**src/rtl/core/pvb_pkg.sv**
```systemverilog
// Shared types and constants for the voxel binning block.
// No dependencies; every other file in rtl/core uses this package.
package pvb_pkg;

    localparam int CELL_COUNT_DEF = 4096;
    localparam int COORD_BITS     = 16;
    localparam int CFG_W          = 24;
    localparam int CFG_AW         = 3;
    // linear voxel index before the range check: 8 + 16 + 24 bit terms
    localparam int ID_W           = 25;
    // (coord - origin) * scale, both 17-bit signed
    localparam int T_W            = 2 * (COORD_BITS + 1);

    typedef enum logic [CFG_AW-1:0] {
        REG_ORIGIN_X  = 3'd0,
        REG_ORIGIN_Y  = 3'd1,
        REG_ORIGIN_Z  = 3'd2,
        REG_SCALE_X   = 3'd3,
        REG_SCALE_Y   = 3'd4,
        REG_SCALE_Z   = 3'd5,
        REG_GRID_DIVS = 3'd6,
        REG_STAT_EN   = 3'd7
    } cfg_reg_t;

    localparam int STAT_LAST  = 0;
    localparam int STAT_MIN   = 1;
    localparam int STAT_MAX   = 2;
    localparam int STAT_COUNT = 3;
    localparam int STAT_SUM   = 4;
    localparam int STAT_MEAN  = 5;

    localparam logic REQ_INSERT = 1'b0;
    localparam logic REQ_READ   = 1'b1;

    typedef struct packed {
        logic               req_type;
        logic signed [15:0] coord_x;
        logic signed [15:0] coord_y;
        logic signed [15:0] coord_z;
        logic signed [15:0] field_value;
        logic [11:0]        read_cell;
    } in_t;

    typedef struct packed {
        logic [11:0]        cell_index;
        logic [7:0]         occupancy;
        logic signed [15:0] recent_value;
        logic signed [15:0] min_value;
        logic signed [15:0] max_value;
        logic [15:0]        point_count;
        logic signed [31:0] value_sum;
        logic signed [15:0] value_mean;
    } out_t;

    typedef struct packed {
        logic [7:0]         occupancy;
        logic signed [15:0] recent_value;
        logic signed [15:0] min_value;
        logic signed [15:0] max_value;
        logic [15:0]        point_count;
        logic signed [31:0] value_sum;
    } entry_t;

    localparam entry_t ENTRY_DEFAULT = '{
        occupancy:    8'h00,
        recent_value: 16'h0000,
        min_value:    16'h7FFF,
        max_value:    16'h8000,
        point_count:  16'h0000,
        value_sum:    32'h0000_0000
    };

    typedef struct packed {
        logic load_in;
        logic mul_en;
        logic clamp_en;
        logic idx1_en;
        logic idx2_en;
        logic rd_en;
        logic upd_en;
        logic div_step;
        logic out_load;
        logic clr_step;
    } cmd_t;

    typedef struct packed {
        logic in_read;
        logic mul_last;
        logic clr_last;
        logic div_need;
        logic div_last;
        logic out_busy;
    } sts_t;

endpackage

```
**src/rtl/core/pvb_ctrl.sv**
```systemverilog
// Sequencer for the voxel binning block: clear pass, binning, update, mean.
// Depends on pvb_pkg for the command and status structs.
module pvb_ctrl (
    input  logic          aclk,
    input  logic          aresetn,
    input  logic          s_valid,
    output logic          s_ready,
    input  pvb_pkg::sts_t sts,
    output pvb_pkg::cmd_t cmd
);

    typedef enum logic [9:0] {
        ST_CLEAR = 10'b00_0000_0001,
        ST_IDLE  = 10'b00_0000_0010,
        ST_MUL   = 10'b00_0000_0100,
        ST_CLAMP = 10'b00_0000_1000,
        ST_IDX1  = 10'b00_0001_0000,
        ST_IDX2  = 10'b00_0010_0000,
        ST_READ  = 10'b00_0100_0000,
        ST_UPD   = 10'b00_1000_0000,
        ST_DIV   = 10'b01_0000_0000,
        ST_OUT   = 10'b10_0000_0000
    } state_t;

    state_t state_reg, state_next;

    always_ff @(posedge aclk) begin
        if (!aresetn) begin
            state_reg <= ST_CLEAR;
        end else begin
            state_reg <= state_next;
        end
    end

    always_comb begin
        cmd        = '0;
        state_next = state_reg;
        unique case (state_reg)
            ST_CLEAR: begin
                cmd.clr_step = 1'b1;
                if (sts.clr_last) begin
                    state_next = ST_IDLE;
                end
            end
            ST_IDLE: begin
                if (s_valid) begin
                    cmd.load_in = 1'b1;
                    state_next  = sts.in_read ? ST_READ : ST_MUL;
                end
            end
            ST_MUL: begin
                cmd.mul_en = 1'b1;
                if (sts.mul_last) begin
                    state_next = ST_CLAMP;
                end
            end
            ST_CLAMP: begin
                cmd.clamp_en = 1'b1;
                state_next   = ST_IDX1;
            end
            ST_IDX1: begin
                cmd.idx1_en = 1'b1;
                state_next  = ST_IDX2;
            end
            ST_IDX2: begin
                cmd.idx2_en = 1'b1;
                state_next  = ST_READ;
            end
            ST_READ: begin
                cmd.rd_en  = 1'b1;
                state_next = ST_UPD;
            end
            ST_UPD: begin
                cmd.upd_en = 1'b1;
                state_next = sts.div_need ? ST_DIV : ST_OUT;
            end
            ST_DIV: begin
                cmd.div_step = 1'b1;
                if (sts.div_last) begin
                    state_next = ST_OUT;
                end
            end
            ST_OUT: begin
                if (!sts.out_busy) begin
                    cmd.out_load = 1'b1;
                    state_next   = ST_IDLE;
                end
            end
            default: state_next = ST_IDLE;
        endcase
    end

    assign s_ready = (state_reg == ST_IDLE);

endmodule

```
**config.mk**
```make
export PLATFORM = sky130hd
export DESIGN_NAME = pvb_ctrl
export DESIGN_NICKNAME = d
export VERILOG_FILES = /design/src/rtl/core/pvb_pkg.sv /design/src/rtl/core/pvb_ctrl.sv
export SDC_FILE = /design/constraint.sdc
export NUM_CORES = 1
export LEC_CHECK = 0
export BUFFER_PORTS_ARGS = -buffer_cell sky130_fd_sc_hd__buf_2
export CORE_UTILIZATION = 25
export DETAILED_ROUTE_END_ITERATION = 10
export SLEW_MARGIN = 40
export SYNTH_ARGS = -nofsm -noshare
export SYNTH_HDL_FRONTEND = slang
export SYNTH_SLANG_ARGS = --single-unit
```
**constraint.sdc**
```tcl
create_clock -name aclk -period 3.6 [get_ports aclk]
set_clock_uncertainty 0.15 [all_clocks]
set_input_delay 0.18 -clock aclk [delete_from_list [all_inputs] [get_ports aclk]]
set_output_delay 0.18 -clock aclk [all_outputs]
set_load 0.01 [all_outputs]
```
==> metrics.csv <==
metric,value,unit
hpwl,1130,um
grt_pass1_vias,561,
floorplan.core_area,2280,sq um
rsz0062_at_grt,false,
top_usage_layer,met2,
switching_power,75.6,uW
synth-async-reset-ratio,0,
clk_latency,0.27,ns
grt_max_degree,9,
max_slew_margin,0.687,
cts_inserted_buffers,3,
ys_warn_count,0,
preCtsSetupSlack,1.83,ns
grt_use_met1,0.139,
rr_startpoint,state_reg[4],
h-tree-depth,1,
place_congestion,0.818,
area_delta_synth_final,25.2,%
root_buffer,clkbuf_4,
largest_register_ffs,10,
cp-start-kind,flop,
syn-num-nets,87,
slowest_stage,nor4_4,
critPathMaxStageDelay,0.37,ns
rr_worst_depth,5,
fp.dieW,52.0,um
ys.flop_type,dfxtp_1,
whs_path_depth,2,
outcome,finished clean,
clock-sinks,10,
rows,17,
ir_drop,0.138,mV
power.share.switching,0.300,
maxCapViolations,0,
fmax,488,MHz
min_period,2.05,ns
grt.overflow.total,0,
ant_nets,0,
power_frac_seq,0.478,
grt_first_pass_wirelength,2280,um
powerDensity,322,nW/um^2
cp_cell_sequence,"nor4_4, and3b_4, nand3_2, inv_1, and2_1, buf_2",
ys_ff_latch,10,
intPower,176,uW
holdPathEnd,state_reg[0],
vias,635,
maxSlewViolCount,0,
finalWorstSetupSlack,1.55,ns
antenna_found_initial,0,
die_area,2710,sq um
firstDrtPassIters,4,
grt_util_met2,0.188,
wl_per_cell,11.1,um
crit_family,simple AND/OR/NAND/NOR gates,
fin_crit_sh,0.569,
tightest_slew,0.465,ns
regToRegEndpoint,state_reg[2],
initialDrtViolationCount,12,
comb_power_share,0.208,
avgViaCountPerCell,4.96,
clockBufferDepth,2,
cts_tree,built,
diodes,0,
worst-path-buf-inv,2,
crit_fanout,5,
synth.distinct_cells,34,
postSynthAreaPerCell,8.02,sq um
tns,0,ns
drive_gt1_frac,0.280,
drt-total-wl,1430,um
synth_edf_count,0,
initial_core_util,0.275,
p_leak,0.353,nW
ios,20,
path_clk_slew,0.07,ns
worstHoldPathType,input pin to flop,
cp.required,3.27,ns
setup_viol,0,
cts_resized,0,
drc,0,
cts_setup_buffers,0,
die_h,52.0,um
crit_type,flop to output port,
synth-seq-area-share,0.320,
use_met3,0.0175,
grt_usage,0.118,
arrival,1.72,ns
io_buffers,19,
synth_area,626,sq um
min-delay-start,aresetn,
fin_nets,111,
crit_path_end_kind,output port,
power.share.clock,0.314,
synthCells,78,
rrSetupSlack,1.81,ns
hold_violations,0,
==> cell type report <==
cell class                      count  area (sq um)
Clock buffer                        3          22.5
Fill cell                         244          1490
Inverter                            7          26.3
Multi-Input combinational cell     60           394
Sequential cell                    10           200
Tap cell                           28          35.0
Timing Repair Buffer               20           105
==> routing by layer <==
metal	routed length, um	vias to the layer above
li1	-	327
met1	677	288
met2	660	15
met3	48	5
met4	40	0
met5	0	-
==> Yosys cell counts (all sizes together), types with 2 or more instances <==
master,n,area share
nor2,13,0.078
nor4,2,0.044
and2,3,0.030
nand3,4,0.040
nand4b,2,0.028
dfxtp,10,0.32
o211ai,2,0.024
inv,7,0.042
nor3,3,0.032
o21a,2,0.024
nand3b,3,0.036
o21ai,4,0.032
nand2b,3,0.030
nor3b,2,0.024
nand2,3,0.018
==> power by group through the flow <==
stage / clock [mW] / combinational, mW / sequential (mW)
after floorplan: 0 / 0.0364 / 0.121
after global placement: 0 / 0.0517 / 0.123
after detailed placement: 0 / 0.0516 / 0.123
after CTS: 0.0812 / 0.0529 / 0.120
after global routing: 0.0850 / 0.0579 / 0.121
final: 0.0791 / 0.0523 / 0.120
==> worst max path at each step <==
stage | to | slack [ns] | start | cells past startpoint
floorplan | cmd[1] | 1.96 | state_reg[4] | 3
global placement | cmd[9] | 1.87 | state_reg[4] | 6
detailed placement | state_reg[2] | 1.83 | state_reg[5] | 5
CTS | cmd[9] | 1.54 | state_reg[4] | 6
global route | cmd[1] | 1.46 | state_reg[5] | 4
finish | cmd[9] | 1.55 | state_reg[4] | 6
==> worst register-to-register path: cells and delay by family, from the launching register on <==
family | cells | cell delay, ns
simple gates | 3 | 0.75
compound gates | 2 | 0.42
flops | 1 | 0.36
==> placed cells by master (no fill, tap or decap), drive strengths merged, types with 3 or more instances in the layout <==
cell type,count
o21ai,4
nand2,3
inv,7
clkbuf,3
dfxtp,10
nor2,13
and2,3
nand3,4
nor3,3
nand3b,3
buf,19
nand2b,3
==> repair_timing <==
action	4_1_cts	5_1_grt
hold endpoints to repair	1	0
setup endpoints to repair	0	0
hold buffers	1	0
==> cell families (layout without fill, tap and decap cells) <==
logic type,after synthesis,after routing,share of synthesized area
buffers and inverters,8,30,0.0500
flip-flops,10,10,0.320
AND/OR/NAND/NOR,44,44,0.440
AO/OA/AOI/OAI,15,15,0.176
XOR/XNOR,1,1,0.0140
==> stage by stage <==
step           cells  hold WS, ns  cell area (sq um)  power [mW]   util
4_1_cts          128       0.0252                783       0.254  0.344
2_1_floorplan     78        0.132                626       0.158      -
3_3_place_gp     124        0.274                751       0.175  0.330
6_report         128       0.0310                783       0.252  0.344
5_1_grt          128       0.0337                783       0.264  0.344
3_5_place_dp     124        0.275                751       0.174  0.330
(Power assumes the default switching activity.)
